[src/sv/quote_aware_tokenizer_top_assert.svh]
// assertion macros used by the tokenizer core
`ifndef QUOTE_AWARE_TOKENIZER_TOP_ASSERT_SVH
`define QUOTE_AWARE_TOKENIZER_TOP_ASSERT_SVH

// property must hold at every edge out of reset
`define QAT_ASSERT_ALWAYS(label, clk, rst_n, prop) \
  label: assert property (@(posedge clk) disable iff (!rst_n) (prop)) \
    else $error("assertion failed");

// trigger implies the consequence in the next cycle
`define QAT_ASSERT_NEXT(label, clk, rst_n, trig, cons) \
  label: assert property (@(posedge clk) disable iff (!rst_n) (trig) |=> (cons)) \
    else $error("assertion failed");

`endif

[src/sv/qat_pkg.sv]
// package: constants and types of the quote-aware tokenizer
package qat_pkg;

  localparam int MAX_TOKENS  = 16;
  localparam int LINE_LENGTH = 256;

  localparam logic [7:0] LAST_POS =
    (LINE_LENGTH > 256) ? 8'd255 : 8'(LINE_LENGTH - 1);
  localparam logic [4:0] MAX_TOK = 5'(MAX_TOKENS);

  localparam logic [7:0] CH_SQUOTE = 8'h27;
  localparam logic [7:0] CH_DQUOTE = 8'h22;
  localparam logic [7:0] CH_NUL    = 8'h00;

  localparam int CFG_AW = 4;
  localparam logic [1:0] REG_DELIMITER   = 2'd0;
  localparam logic [1:0] REG_KEEP_QUOTES = 2'd1;
  localparam logic [1:0] REG_TOKEN_LIMIT = 2'd2;

  typedef struct packed {
    logic [7:0] delimiter;
    logic       keep_quotes;
    logic [4:0] token_limit;
  } qat_cfg_t;

  typedef struct packed {
    logic [7:0] out_char;
    logic [7:0] out_pos;
    logic       token_start;
    logic [3:0] token_index;
    logic       line_done;
    logic [4:0] token_count;
    logic       overflow;
  } qat_res_t;

endpackage

[src/sv/qat_in_if.sv]
// input channel: one line character per word
interface qat_in_if;
  logic       valid;
  logic       ready;
  logic [7:0] char_in;

  modport source (output valid, output char_in, input ready);
  modport sink (input valid, input char_in, output ready);
endinterface

[src/sv/qat_out_if.sv]
// result channel: one written character per word
interface qat_out_if;
  logic       valid;
  logic       ready;
  logic [7:0] out_char;
  logic [7:0] out_pos;
  logic       token_start;
  logic [3:0] token_index;
  logic       line_done;
  logic [4:0] token_count;
  logic       overflow;

  modport source (output valid, output out_char, output out_pos, output token_start,
                  output token_index, output line_done, output token_count,
                  output overflow, input ready);
  modport sink (input valid, input out_char, input out_pos, input token_start,
                input token_index, input line_done, input token_count,
                input overflow, output ready);
endinterface

[src/sv/qat_cfg_regs.sv]
// apb configuration registers of the tokenizer
module qat_cfg_regs
  import qat_pkg::*;
(
  input  logic              clk,
  input  logic              rst_n,
  input  logic              cfg_psel,
  input  logic              cfg_penable,
  input  logic              cfg_pwrite,
  input  logic [CFG_AW-1:0] cfg_paddr,
  input  logic [31:0]       cfg_pwdata,
  output logic [31:0]       cfg_prdata,
  output logic              cfg_pready,
  output qat_cfg_t          cfg
);

  qat_cfg_t   cfg_r;
  logic       wr_en;
  logic [1:0] reg_idx;

  assign cfg_pready = 1'b1;
  assign reg_idx    = cfg_paddr[3:2];
  assign wr_en      = cfg_psel && cfg_penable && cfg_pwrite && cfg_pready;
  assign cfg        = cfg_r;

  always_ff @(posedge clk) begin
    if (!rst_n) begin
      cfg_r.delimiter   <= 8'd32;
      cfg_r.keep_quotes <= 1'b0;
      cfg_r.token_limit <= 5'd16;
    end else if (wr_en) begin
      case (reg_idx)
        REG_DELIMITER:   cfg_r.delimiter   <= cfg_pwdata[7:0];
        REG_KEEP_QUOTES: cfg_r.keep_quotes <= cfg_pwdata[0];
        REG_TOKEN_LIMIT: cfg_r.token_limit <= cfg_pwdata[4:0];
        default: ;
      endcase
    end
  end

  always_comb begin
    case (reg_idx)
      REG_DELIMITER:   cfg_prdata = {24'd0, cfg_r.delimiter};
      REG_KEEP_QUOTES: cfg_prdata = {31'd0, cfg_r.keep_quotes};
      REG_TOKEN_LIMIT: cfg_prdata = {27'd0, cfg_r.token_limit};
      default:         cfg_prdata = 32'd0;
    endcase
  end

endmodule

[src/sv/qat_core.sv]
// tokenizer line state and per-character result logic
module qat_core
  import qat_pkg::*;
(
  input  logic       clk,
  input  logic       rst_n,
  input  logic       fire,
  input  logic [7:0] char_in,
  input  qat_cfg_t   cfg,
  output logic       res_valid,
  output qat_res_t   res
);

`include "quote_aware_tokenizer_top_assert.svh"

  logic       in_single_r, in_double_r, in_single_prev_r, in_double_prev_r;
  logic       inside_token_r, at_line_start_r, pos_full_r;
  logic [7:0] last_written_r, write_pos_r;
  logic [4:0] tokens_seen_r;

  logic       in_single_nxt, in_double_nxt, in_single_prev_nxt, in_double_prev_nxt;
  logic       inside_token_nxt, at_line_start_nxt, pos_full_nxt;
  logic [7:0] last_written_nxt, write_pos_nxt;
  logic [4:0] tokens_seen_nxt;

  logic       is_end, is_sq, is_dq, is_delim, iq1, iq2, keep, starts, ends;
  logic [4:0] limit;
  logic [7:0] ch;

  always_comb begin
    is_end   = (char_in == CH_NUL);
    is_sq    = (char_in == CH_SQUOTE);
    is_dq    = (char_in == CH_DQUOTE);
    is_delim = (char_in == cfg.delimiter);
    limit    = (cfg.token_limit < MAX_TOK) ? cfg.token_limit : MAX_TOK;

    in_single_nxt      = in_single_r ^ (is_sq && !in_double_r);
    in_double_nxt      = in_double_r ^ (is_dq && !in_single_r);
    iq1                = in_single_nxt || in_single_prev_r;
    iq2                = in_double_nxt || in_double_prev_r;
    in_single_prev_nxt = in_single_nxt;
    in_double_prev_nxt = in_double_nxt;
    keep = cfg.keep_quotes || !((is_sq && iq1) || (is_dq && iq2));

    // token opens after line start, a delimiter or a terminator
    starts = !inside_token_r && !is_delim &&
             (at_line_start_r || last_written_r == cfg.delimiter ||
              last_written_r == CH_NUL);
    ends   = inside_token_r && !iq1 && !iq2 && is_delim &&
             !at_line_start_r && last_written_r != cfg.delimiter;
    ch     = ends ? CH_NUL : char_in;

    inside_token_nxt  = (inside_token_r || starts) && !ends;
    at_line_start_nxt = 1'b0;
    last_written_nxt  = ch;
    tokens_seen_nxt   = tokens_seen_r;

    res             = '0;
    res.out_pos     = write_pos_r;
    res.overflow    = pos_full_r;
    res.out_char    = ch;
    if (starts && tokens_seen_r < limit) begin
      res.token_start = 1'b1;
      res.token_index = tokens_seen_r[3:0];
      tokens_seen_nxt = tokens_seen_r + 5'd1;
    end
    res.token_count = tokens_seen_nxt;

    // saturating write position
    pos_full_nxt  = pos_full_r;
    write_pos_nxt = write_pos_r;
    if (!pos_full_r) begin
      if (write_pos_r >= LAST_POS) pos_full_nxt = 1'b1;
      else write_pos_nxt = write_pos_r + 8'd1;
    end

    res_valid = is_end || keep;

    if (!keep && !is_end) begin
      inside_token_nxt  = inside_token_r;
      at_line_start_nxt = at_line_start_r;
      last_written_nxt  = last_written_r;
      tokens_seen_nxt   = tokens_seen_r;
      pos_full_nxt      = pos_full_r;
      write_pos_nxt     = write_pos_r;
    end

    if (is_end) begin
      res             = '0;
      res.out_pos     = write_pos_r;
      res.overflow    = pos_full_r;
      res.line_done   = 1'b1;
      res.token_count = tokens_seen_r;
      in_single_nxt      = 1'b0;
      in_double_nxt      = 1'b0;
      in_single_prev_nxt = 1'b0;
      in_double_prev_nxt = 1'b0;
      inside_token_nxt   = 1'b0;
      at_line_start_nxt  = 1'b1;
      pos_full_nxt       = 1'b0;
      last_written_nxt   = 8'd0;
      write_pos_nxt      = 8'd0;
      tokens_seen_nxt    = 5'd0;
    end
  end

  always_ff @(posedge clk) begin
    if (!rst_n) begin
      in_single_r      <= 1'b0;
      in_double_r      <= 1'b0;
      in_single_prev_r <= 1'b0;
      in_double_prev_r <= 1'b0;
      inside_token_r   <= 1'b0;
      at_line_start_r  <= 1'b1;
      pos_full_r       <= 1'b0;
      last_written_r   <= 8'd0;
      write_pos_r      <= 8'd0;
      tokens_seen_r    <= 5'd0;
    end else if (fire) begin
      in_single_r      <= in_single_nxt;
      in_double_r      <= in_double_nxt;
      in_single_prev_r <= in_single_prev_nxt;
      in_double_prev_r <= in_double_prev_nxt;
      inside_token_r   <= inside_token_nxt;
      at_line_start_r  <= at_line_start_nxt;
      pos_full_r       <= pos_full_nxt;
      last_written_r   <= last_written_nxt;
      write_pos_r      <= write_pos_nxt;
      tokens_seen_r    <= tokens_seen_nxt;
    end
  end

  `QAT_ASSERT_NEXT(a_end_clears, clk, rst_n, fire && char_in == CH_NUL, write_pos_r == 8'd0 && tokens_seen_r == 5'd0 && at_line_start_r && !pos_full_r)
  `QAT_ASSERT_ALWAYS(a_count_bound, clk, rst_n, tokens_seen_r <= MAX_TOK)
  `QAT_ASSERT_ALWAYS(a_full_at_last, clk, rst_n, !pos_full_r || write_pos_r == LAST_POS)
  `QAT_ASSERT_ALWAYS(a_quotes_excl, clk, rst_n, !(in_single_r && in_double_r))

endmodule

[src/sv/quote_aware_tokenizer_top.sv]
// a character accepted into the input stage register passes on to the result register, which drives the result word
// throughput: one character per cycle while the result channel does not hold the result register
// dropped quote characters give no result word
// reset (synchronous, active low) clears the line state and the channel valid flags
// and sets delimiter 32, keep_quotes 0, token_limit 16
module quote_aware_tokenizer_top
  import qat_pkg::*;
(
  input  logic              clk,
  input  logic              rst_n,
  qat_in_if.sink            in_ch,
  qat_out_if.source         out_ch,
  input  logic              cfg_psel,
  input  logic              cfg_penable,
  input  logic              cfg_pwrite,
  input  logic [CFG_AW-1:0] cfg_paddr,
  input  logic [31:0]       cfg_pwdata,
  output logic [31:0]       cfg_prdata,
  output logic              cfg_pready
);

  qat_cfg_t   cfg;
  qat_res_t   res, out_r;
  logic       res_valid;
  logic       s1_valid_r, out_valid_r;
  logic [7:0] s1_char_r;
  logic       s1_adv, in_fire;

  qat_cfg_regs u_cfg (
    .clk         (clk),
    .rst_n       (rst_n),
    .cfg_psel    (cfg_psel),
    .cfg_penable (cfg_penable),
    .cfg_pwrite  (cfg_pwrite),
    .cfg_paddr   (cfg_paddr),
    .cfg_pwdata  (cfg_pwdata),
    .cfg_prdata  (cfg_prdata),
    .cfg_pready  (cfg_pready),
    .cfg         (cfg)
  );

  qat_core u_core (
    .clk       (clk),
    .rst_n     (rst_n),
    .fire      (s1_adv),
    .char_in   (s1_char_r),
    .cfg       (cfg),
    .res_valid (res_valid),
    .res       (res)
  );

  // input stage moves on once the result register is free or being drained
  assign s1_adv      = s1_valid_r && (!out_valid_r || out_ch.ready);
  assign in_ch.ready = !s1_valid_r || s1_adv;
  assign in_fire     = in_ch.valid && in_ch.ready;

  always_ff @(posedge clk) begin
    if (!rst_n) begin
      s1_valid_r <= 1'b0;
    end else if (in_ch.ready) begin
      s1_valid_r <= in_ch.valid;
    end
  end

  always_ff @(posedge clk) begin
    if (in_fire) begin
      s1_char_r <= in_ch.char_in;
    end
  end

  always_ff @(posedge clk) begin
    if (!rst_n) begin
      out_valid_r <= 1'b0;
    end else if (s1_adv) begin
      out_valid_r <= res_valid;
    end else if (out_ch.ready) begin
      out_valid_r <= 1'b0;
    end
  end

  always_ff @(posedge clk) begin
    if (s1_adv && res_valid) begin
      out_r <= res;
    end
  end

  assign out_ch.valid       = out_valid_r;
  assign out_ch.out_char    = out_r.out_char;
  assign out_ch.out_pos     = out_r.out_pos;
  assign out_ch.token_start = out_r.token_start;
  assign out_ch.token_index = out_r.token_index;
  assign out_ch.line_done   = out_r.line_done;
  assign out_ch.token_count = out_r.token_count;
  assign out_ch.overflow    = out_r.overflow;

endmodule

[src/flat_wrapper.sv]
// flat-port wrapper written by rule: the top's interface ports become plain ports
module quote_aware_tokenizer_top_flat import qat_pkg::*;
  (clk, rst_n, cfg_psel, cfg_penable, cfg_pwrite, cfg_paddr, cfg_pwdata, cfg_prdata, cfg_pready, in_ch_valid, in_ch_char_in, in_ch_ready, out_ch_valid, out_ch_out_char, out_ch_out_pos, out_ch_token_start, out_ch_token_index, out_ch_line_done, out_ch_token_count, out_ch_overflow, out_ch_ready);
  qat_in_if in_ch_i ();
  qat_out_if out_ch_i ();
  input  logic clk;
  input  logic rst_n;
  input  logic cfg_psel;
  input  logic cfg_penable;
  input  logic cfg_pwrite;
  input  logic [CFG_AW-1:0] cfg_paddr;
  input  logic [31:0] cfg_pwdata;
  output logic [31:0] cfg_prdata;
  output logic cfg_pready;
  input wire logic [$bits(in_ch_i.valid)-1:0] in_ch_valid;
  input wire logic [$bits(in_ch_i.char_in)-1:0] in_ch_char_in;
  output wire logic [$bits(in_ch_i.ready)-1:0] in_ch_ready;
  output wire logic [$bits(out_ch_i.valid)-1:0] out_ch_valid;
  output wire logic [$bits(out_ch_i.out_char)-1:0] out_ch_out_char;
  output wire logic [$bits(out_ch_i.out_pos)-1:0] out_ch_out_pos;
  output wire logic [$bits(out_ch_i.token_start)-1:0] out_ch_token_start;
  output wire logic [$bits(out_ch_i.token_index)-1:0] out_ch_token_index;
  output wire logic [$bits(out_ch_i.line_done)-1:0] out_ch_line_done;
  output wire logic [$bits(out_ch_i.token_count)-1:0] out_ch_token_count;
  output wire logic [$bits(out_ch_i.overflow)-1:0] out_ch_overflow;
  input wire logic [$bits(out_ch_i.ready)-1:0] out_ch_ready;
  assign in_ch_i.valid = in_ch_valid;
  assign in_ch_i.char_in = in_ch_char_in;
  assign in_ch_ready = in_ch_i.ready;
  assign out_ch_valid = out_ch_i.valid;
  assign out_ch_out_char = out_ch_i.out_char;
  assign out_ch_out_pos = out_ch_i.out_pos;
  assign out_ch_token_start = out_ch_i.token_start;
  assign out_ch_token_index = out_ch_i.token_index;
  assign out_ch_line_done = out_ch_i.line_done;
  assign out_ch_token_count = out_ch_i.token_count;
  assign out_ch_overflow = out_ch_i.overflow;
  assign out_ch_i.ready = out_ch_ready;
  quote_aware_tokenizer_top u_core (.clk(clk), .rst_n(rst_n), .in_ch(in_ch_i), .out_ch(out_ch_i), .cfg_psel(cfg_psel), .cfg_penable(cfg_penable), .cfg_pwrite(cfg_pwrite), .cfg_paddr(cfg_paddr), .cfg_pwdata(cfg_pwdata), .cfg_prdata(cfg_prdata), .cfg_pready(cfg_pready));
endmodule
[config.mk]
export PLATFORM = sky130hd
export DESIGN_NAME = quote_aware_tokenizer_top_flat
export DESIGN_NICKNAME = d
export VERILOG_FILES = /design/src/sv/qat_pkg.sv /design/src/sv/qat_in_if.sv /design/src/sv/qat_out_if.sv /design/src/sv/qat_cfg_regs.sv /design/src/sv/qat_core.sv /design/src/sv/quote_aware_tokenizer_top.sv /design/src/flat_wrapper.sv
export VERILOG_INCLUDE_DIRS = /design/src /design/src/sv
export SDC_FILE = /design/constraint.sdc
export NUM_CORES = 1
export LEC_CHECK = 0
export ABC_AREA = 1
export BUFFER_PORTS_ARGS = -buffer_cell sky130_fd_sc_hd__buf_4
export CORE_MARGIN = 2
export CORE_UTILIZATION = 30
export CTS_CLUSTER_SIZE = 10
export DETAILED_ROUTE_END_ITERATION = 10
export GPL_TIMING_DRIVEN = 0
export SLEW_MARGIN = 20
export SYNTH_ARGS = -nofsm -noshare
export SYNTH_HDL_FRONTEND = slang
export SYNTH_SLANG_ARGS = --single-unit
[constraint.sdc]
create_clock -name clk -period 2.4 [get_ports clk]
set_input_delay 0.24 -clock clk [delete_from_list [all_inputs] [get_ports clk]]
set_output_delay 0.24 -clock clk [all_outputs]
set_load 0.1 [all_outputs]
== Yosys cells after proc, flatten, opt, wreduce, memory -nomap -nowiden ==
Index checks and enable logic that the tools add are counted.
W data, S select, Z words.
Storage, ports and cells
  bits in read-only memories: 0
  word-level logic and storage cells: 117
  latch bits: 0
  bits in writable memories: 0
  register bits: 78
  memories kept: 0
Operators by class
  bitwise operators: 3
  multipliers: 0
  add/sub/neg operators: 2
  shifts and indexed selects: 0
  $lt $le $gt $ge: 3
  equality and inequality tests: 10
  div/mod/pow operators: 0
  reductions and logical operators: 52
  muxes and demuxes: 26
Operators by type and width (number)
  $mux W8: 7
  $mux W5: 5
  $pmux W8 S3: 1
  $logic_and A1 B1 Y1: 19
  $eq A8 B6 Y1 const B: 2
  $eq A8 B8 Y1: 2
  $logic_not A8 Y1: 2
  $logic_not A1 Y1: 13
  $mux W1: 12
  $logic_or A1 B1 Y1: 10
  $add A8 B1 Y8 const B: 1
  $ge A8 B8 Y1 const B: 1
  $ne A8 B8 Y1: 1
  $reduce_and A2 Y1: 4
  $mux W7: 1
  $add A5 B1 Y5 const B: 1
  $lt A5 B5 Y1: 1
  $lt A5 B5 Y1 const B: 1
  $ne A2 B2 Y1 const B: 2
  $reduce_and A4 Y1: 1
  $eq A2 B1 Y1 const B: 1
  $eq A2 B2 Y1 const B: 1
  $logic_not A2 Y1: 1
  $ne A2 B1 Y1 const B: 1
  4 further kinds: 5

== Logic depth before layout (Yosys ltp) ==
Gate-level depths: netlist of the first run.
  depth after elaboration: 14
  mapped depth: 16

== Cells and area by module ==
From an unflattened synthesis of the first run, not the netlist that was laid out.
Unflattened totals
  cell total of the unflattened synthesis: 492
  area, all modules: 4055.1 µm²
Modules (own cells, without submodules)
  qat_core: seq. area each 520.5 µm², area each 1930.6 µm², instances 1, cells each 307
  quote_aware_tokenizer_top: seq. area each 1121.1 µm², area each 1188.6 µm², instances 1, cells each 53
  qat_cfg_regs: seq. area each 280.3 µm², area each 935.9 µm², instances 1, cells each 132

== Worst setup path before layout of the first run ==
OpenSTA, ideal clock, no wires.
  kind: input port to output port
  start: in cfg_paddr[2]
  end: out cfg_prdata[1]
  data arrival time: 2.542 ns
  buffers on the path: 0
  slack: -0.382 ns
  required time: 2.160 ns
  stages on the path: 3
  path through: nor2_1 -> inv_2 -> o21ai_0
On the way
  word-level cells in the longest chain between the ends: 2
  elaborated cells between the ends (all ways): 4
RTL lines
  start: declaration: RTL line flat_wrapper.sv:11  | input logic [CFG_AW-1:0] cfg_paddr;
  $eq A2 B2 Y1, or another cell as far along: RTL line qat_cfg_regs.sv:42  | case (reg_idx)
  $pmux W8 S3 (*): RTL line qat_cfg_regs.sv:42
  end: declaration: RTL line flat_wrapper.sv:13  | output logic [31:0] cfg_prdata;
Every way passes the cells marked *; elsewhere a longest branch is shown, timed or not.

== Worst setup path after layout of the first run ==
  start: reg u_core.s1_char_r[4]
  end: reg u_core.out_r (netlist bit u_core.out_ch.out_pos[1]), enable pin
On the way
  word-level cells in the longest chain between the ends: 10
  elaborated cells between the ends (all ways): 16
RTL lines
  start: declaration: RTL line quote_aware_tokenizer_top.sv:26  | logic [7:0] s1_char_r;
  start signal: assignment: RTL line quote_aware_tokenizer_top.sv:67  | s1_char_r <= in_ch.char_in;
  $eq A8 B6 Y1 (on tied branches): RTL line qat_core.sv:32, qat_core.sv:33
  $logic_and A1 B1 Y1 (on tied branches): RTL line qat_core.sv:37, qat_core.sv:38
  $xor A1 B1 Y1 (on tied branches): RTL line qat_core.sv:37, qat_core.sv:38
  $logic_or A1 B1 Y1 (on tied branches): RTL line qat_core.sv:39, qat_core.sv:40
  $logic_and A1 B1 Y1: RTL line qat_core.sv:43  | keep = cfg.keep_quotes || !((is_sq && iq1) || (is_dq && iq2));
  $logic_or A1 B1 Y1: RTL line qat_core.sv:43
  $logic_not A1 Y1: RTL line qat_core.sv:43
  $logic_or A1 B1 Y1: RTL line qat_core.sv:43
  $logic_or A1 B1 Y1 (*): RTL line qat_core.sv:77  | res_valid = is_end || keep;
  $logic_and A1 B1 Y1 (*): RTL line quote_aware_tokenizer_top.sv:82  | if (s1_adv && res_valid) begin
  end signal: assignment: RTL line quote_aware_tokenizer_top.sv:83  | out_r <= res;
  end: declaration: RTL line quote_aware_tokenizer_top.sv:23  | qat_res_t res, out_r;
Marked as above.
A chain may end at the register's enable or synchronous reset.

==> metrics, run 1 <==
status=completed; FF+latch count, synth=78; Worst Setup End Kind=register; CTS tree=built; number of global-route vias before repair=3167; CTS Buf Count=9; Post-synth top cells=nand2_1, inv_1, nor2_1; most common cell in the netlist=nand2_1; DR WL/cell=12.3 µm; Slew Limit Fails=0; Register-to-Register Path Depth=14; Initial DRT Pass Iterations=4; Avg Inst Size Synth=8.48 µm²; All-Layer GR Usage=13.3%; IO Count=114; Final setup viols=0; worst vdd ir=0.327 mV; crit path launch type=register; register area share after synthesis=49.1%; layout cells sized above 1=24.9%; sequential power share=40.8%; DR DRC count=0; crit share post-route=91.7%; die extent in y=118 µm; prevailing post-synth register cell=dfxtp_1; Async SR Flop Fraction=0%; Yosys warning count=0; sequential cell area=1920 µm²; Max-Slew Margin vs Limit=61.0%; initial drt markers=176; power share of the clock group=37.9%; PortBufs=61; die area=14000 µm²; cts hold-fix bufs=0; Clock Tree Root=clkbuf_16; switching share of power=32.2%; reg-to-reg slack, setup=0.20 ns; worst clock skew=0.00524 ns; Worst Setup SP=u_core.s1_char_r[4]$_DFFE_PP_; Core Region=12700 µm²; area occupied by multi-input gates=1600 µm²; RR Startpoint=u_core.s1_char_r[4]$_DFFE_PP_; fin crit period=2.20 ns; Placed Cells=718; P&R area growth vs syn=27.6%; Hold Violations, Final=0; DR vias/cell=4.35; Fillers=1295; hold_ws=0.0821 ns; Worst Setup Path Type=reg -> reg; ant diodes=0; nets@finish=616; power share of the combinational group=21.3%; Max-Cap Viols=0; via count=3196; final WL=9040 µm; Resized cells post-CTS=0; Finished Layout Cells=734; Final HPWL DP=6950 µm; Critical R2R Capture=u_core.out_ch.out_pos[1]$_DFFE_PP_; Lkg Pwr=2.22 nW; Syn Std Cell Area=3920 µm²; TNS Setup=0 ns; unrepaired setup endpoints after global routing=false; WP data arrival=2.26 ns; Area contributors post-synth=edfxtp_1, dfxtp_1, nand2_1; number of H-tree levels=3; cell taking the most area after synthesis=edfxtp_1; Reg clk slew, reported paths=0.06 ns; HP Class=in -> reg; FP Rows=41; CP max FO=37; number of routed nets with antenna violations=0; initial antenna violation count=0; CP Capture Point=u_core.out_ch.out_pos[1]$_DFFE_PP_; total setup buffers inserted after CTS=0; fmax=454 MHz; Internal=2.53 mW; first-pass GRT wire length=15100 µm; count of cell types in the netlist=41; Power Dens Cells=745 nW/µm²; CTS sink cnt=78; area share of the largest cell type after synthesis=27.6%; Starting Density=30.9%; Layout Utilization=39.4%; EDFF count, synth=36; GR Overflow Total=0; Sw Pwr=1.20 mW; Syn Inst Count=462; Power, Total=3.72 mW; Clock Tree Buf Depth=2; Die Width=118 µm; Worst-Margin Slew=0.585 ns; worst skew pair latency=0.33 ns; Final Wtd Congestion=0.884; required time of the critical path=2.46 ns; largest net degree at the start of global routing=38
==> state kept, by name, summed over array words and instances, names as in the netlist, 5 cells and up <==
register / cells
u_core.u_core.write_pos_r: 8
u_core.out_ch.out_pos: 8
u_core.s1_char_r: 8
u_core.out_ch.token_count: 5
u_core.u_cfg.cfg: 14
u_core.out_ch.out_char: 8
u_core.u_core.last_written_r: 8
u_core.u_core.tokens_seen_r: 5
==> cells in the final DEF, fill, tap and decap left out, drive strengths merged <==
master / instances
nor2: 49
dfxtp: 42
edfxtp: 36
nor3: 6
ha: 8
inv: 65
buf: 90
o211ai: 2
o22ai: 1
and3: 1
nand2: 101
o21ai: 35
a21oi: 32
conb: 25
xor2: 6
bufinv: 1
clkinv: 2
o221ai: 1
nor4: 1
a211oi: 2
nand4: 7
a31o: 1
nand3b: 2
o311a: 1
xnor2: 5
clkbuf: 16
nand3: 24
==> area by class of cell <==
cell class | instances | area share [%]
flip-flops and latches | 78 | 38.4
well taps | 172 | 4.31
multi-input cells | 310 | 32.0
inverters | 63 | 4.83
clock inverters | 5 | 1.30
clock buffers | 11 | 5.06
repair buffers | 61 | 9.16
plain buffers | 34 | 4.91
==> metal layers <==
layer / global-route usage, % / share of wire (%) / vias to the layer above
met4: 5.50 / 1.4 / 0
li1: - / - / 1649
met5: 0 / 0 / -
met3: 3.19 / 5.8 / 13
met1: 16.4 / 44 / 1449
met2: 22.1 / 49 / 85
==> per-stage QoR <==
step	area (µm²)	worst slack (ns)
after CTS	5000	0.234
final	5000	0.198
after global routing	5000	0.0786
after detailed placement	4680	0.242
after global placement	4680	0.269
after floorplan	4010	-0.382
==> worst min-delay path by stage <==
stage / slack [ns] / cells past startpoint / startpoint / to
4_1_cts: 0.07 / 1 / in_ch_char_in[6] / u_core.s1_char_r[6]$_DFFE_PP_
5_1_grt: 0.07 / 1 / in_ch_char_in[2] / u_core.s1_char_r[2]$_DFFE_PP_
2_1_floorplan: 0.34 / 0 / in_ch_char_in[0] / u_core.s1_char_r[0]$_DFFE_PP_
3_5_place_dp: 0.42 / 1 / in_ch_char_in[4] / u_core.s1_char_r[4]$_DFFE_PP_
6_report: 0.08 / 1 / in_ch_char_in[6] / u_core.s1_char_r[6]$_DFFE_PP_
3_3_place_gp: 0.42 / 1 / in_ch_char_in[5] / u_core.s1_char_r[5]$_DFFE_PP_
==> worst max-delay path, stage by stage (launching register included) <==
cell and delay [ns]:
edfxtp_1 0.47, inv_1 0.13, nand2_2 0.07, nor2_1 0.10
inv_1 0.05, nor2_2 0.15, nand2_1 0.08, ha_1 0.20
inv_1 0.07, nand2_2 0.06, o21ai_2 0.06, nand2_2 0.09
nand2_4 0.11, inv_6 0.06, buf_6 0.22
==> power groups by stage <==
stage	sequential (mW)	combinational [mW]	clock [mW]
after CTS	1.52	0.793	1.44
after detailed placement	1.55	0.792	0
final	1.52	0.792	1.41
after floorplan	1.73	0.455	0
after global placement	1.55	0.781	0
after global routing	1.53	0.846	1.50
==> cell families (layout without fill, tap and decap cells) <==
family | count (synthesis) | in the layout | synth area share (%)
other | 2 | 25 | 0.192
adders and majority gates | 8 | 8 | 2.56
AOI/OAI and AO/OA | 75 | 75 | 10.7
xor gates and xnor gates | 11 | 11 | 2.65
buffers and inverters | 97 | 174 | 12.4
and+or+nand+nor | 191 | 191 | 22.4
DFF | 78 | 78 | 49.1
(Power assumes the default switching activity.)
==> run 2: changes to the inputs <==
==> constraint.sdc (replaced) <==
create_clock -name clk -period 1.8 [get_ports clk]
set_input_delay 0.18 -clock clk [delete_from_list [all_inputs] [get_ports clk]]
set_output_delay 0.18 -clock clk [all_outputs]
set_load 0.1 [all_outputs]
==> run 2 against run 1 <==
  * The run now ends with negative setup slack left
  * Clock-buffer cell count shrank 1
  * Power grew 39%
  * Critical endpoint is now u_core.out_ch.valid$_SDFFE_PN0P_
  * Global-route usage grew 1.1 points
  * Sequential share of layout area shrank 3.6 points
  * Flip-flop and latch count is the same
  * Wire length grew 8.8%
  * Sequential power grew 34%
  * Critical path type unchanged
  * Register-to-register slack lost 0.43 ns
  * Die area is the same
  * Worst hold slack lost 0.065 ns
  * Core utilization grew 4.1 points
==> metrics, run 2 (synthesized netlist as in run 1, its figures left out) <==
worst clock skew=0.00854 ns; Max-Slew Margin vs Limit=57.6%; ant diodes=0; DR WL/cell=12.9 µm; most frequent cells in the layout=buf_4, nand2_1, inv_1; crit path launch type=register; Cell Chain, Critical Path=inv_2 -> nand4_1 -> nor2_4 -> nand2_1 -> ha_2 -> inv_2 -> nand2_2 -> o21ai_2 -> nand2_2 -> nand2_4 -> buf_6 -> buf_6 -> buf_4 -> a21oi_1; Reg clk slew, reported paths=0.06 ns; IO Count=114; initial antenna violation count=0; Clock Tree Root=clkbuf_16; via count=3384; Slew Limit Fails=0; max reg flops=14; required time of the critical path=1.99 ns; Clock Tree Buf Depth=2; Hold Violations, Final=0; largest net degree at the start of global routing=20; Max-Cap Viols=0; status=complete, but fails checks; number of global-route vias before repair=3383; final setup margin=-0.230 ns; crit share post-route=113%; P&R area growth vs syn=40.8%; CP top delay family=simple AND/OR/NAND/NOR gates; cts hold-fix bufs=0; GR Overflow Total=0; Lkg Pwr=2.39 nW; Finished Layout Cells=764; worst vdd ir=0.425 mV; commonest non-fill, non-tap cell in the layout=buf_4; Final Wtd Congestion=0.871; Initial DRT Pass Iterations=4; worst skew pair latency=0.34 ns; unrepaired setup endpoints after global routing=true; final WL=9840 µm; nets@finish=646; hold_ws=0.0173 ns; Worst Path Buf+Inv=5; fin crit period=2.03 ns; critical-path cell with the highest stage delay=edfxtp_1; PortBufs=61; DR vias/cell=4.43; All-Layer GR Usage=14.4%; Placement Setup Slack=-0.314 ns; Worst Setup Path Type=reg -> reg; die area=14000 µm²; number of routed nets with antenna violations=0; DR DRC count=0; Worst-Margin Slew=0.636 ns; Placed Cells=718; Final setup viols=68; Worst Setup End Kind=register; FP Rows=41; CTS tree=built; Core Region=12700 µm²; Die Width=118 µm; WP data arrival=2.22 ns; CP max FO=4; Power Dens Cells=935 nW/µm²; CTS Buf Count=9; slowest stage delay, CP=0.49 ns; first-pass GRT wire length=16200 µm; failing checks=negative setup slack; Fillers=1265; Final HPWL DP=7030 µm; number of H-tree levels=3; fmax=493 MHz; initial drt markers=145; CTS sink cnt=78; die extent in y=118 µm; Starting Density=30.9%; HP Class=in -> reg; layout cells sized above 1=37.5%
run 2: cell types whose count changed in the layout (fill, tap and decap cells not counted), sizes merged:
cell	delta
inv	+1
clkinvlp	+1
buf	+28
clkbuf	-1
nand4	+1
run 2: path summary, 6_finish.rpt:
path,start,end,slack [ns],cells after the start
worst max register to register,u_core.s1_char_r[3]$_DFFE_PP_,u_core.out_ch.valid$_SDFFE_PN0P_,-0.23,14
worst max-delay path,u_core.s1_char_r[3]$_DFFE_PP_,u_core.out_ch.valid$_SDFFE_PN0P_,-0.23,14
worst min-delay path,in_ch_char_in[6],u_core.s1_char_r[6]$_DFFE_PP_,0.02,1
worst min register to register,u_core.u_core.write_pos_r[5]$_SDFFE_PN0P_,u_core.out_ch.out_pos[5]$_DFFE_PP_,0.48,0
run 2: layout make-up:
cell class / count / area, µm² / area share, %
buffer: 34 / 270 / 4.90
clock buffer: 10 / 239 / 4.33
clock inverter: 6 / 68.8 / 1.25
inverter: 63 / 246 / 4.47
multi-input combinational: 311 / 1820 / 33.0
sequential: 78 / 1920 / 34.9
tap: 172 / 215 / 3.90
timing repair buffer: 89 / 727 / 13.2
timing repair inverter: 1 / 6.26 / 0.113
run 2: report_power, final:
group          leakage, nW  internal, mW  switching (mW)
clock network        0.149          1.12           0.749
logic                 1.56         0.367           0.895
registers            0.685          1.96          0.0687
run 2: layer usage:
metal / part of all wire [%] / track usage (%)
met5: 0 / 0
met3: 5.0 / 3.47
met1: 43 / 17.2
met2: 50 / 25.0
met4: 1.7 / 5.57
run 2: metrics by stage:
| stage | setup TNS [ns] | total power [mW] | instance area [µm²] | utilization [%] |
|---|---|---|---|---|
| final | -11.14 | 5.16 | 5520 | 43.5 |
| after global routing | -18.96 | 5.38 | 5520 | 43.5 |
| after CTS | -9.20 | 5.10 | 5320 | 42.0 |
| after floorplan | -0.146 | 2.93 | 4060 | - |
| after global placement | -13.95 | 3.12 | 4730 | 37.3 |
| after detailed placement | -16.67 | 3.13 | 4730 | 37.3 |
run 2: repair_timing:
item / CTS / global route
setup endpoints to repair: 71 / 71
cloned: 3 / 0
gates resized for setup: 43 / 31
pin swaps: 16 / 14
setup buffers: 16 / 12
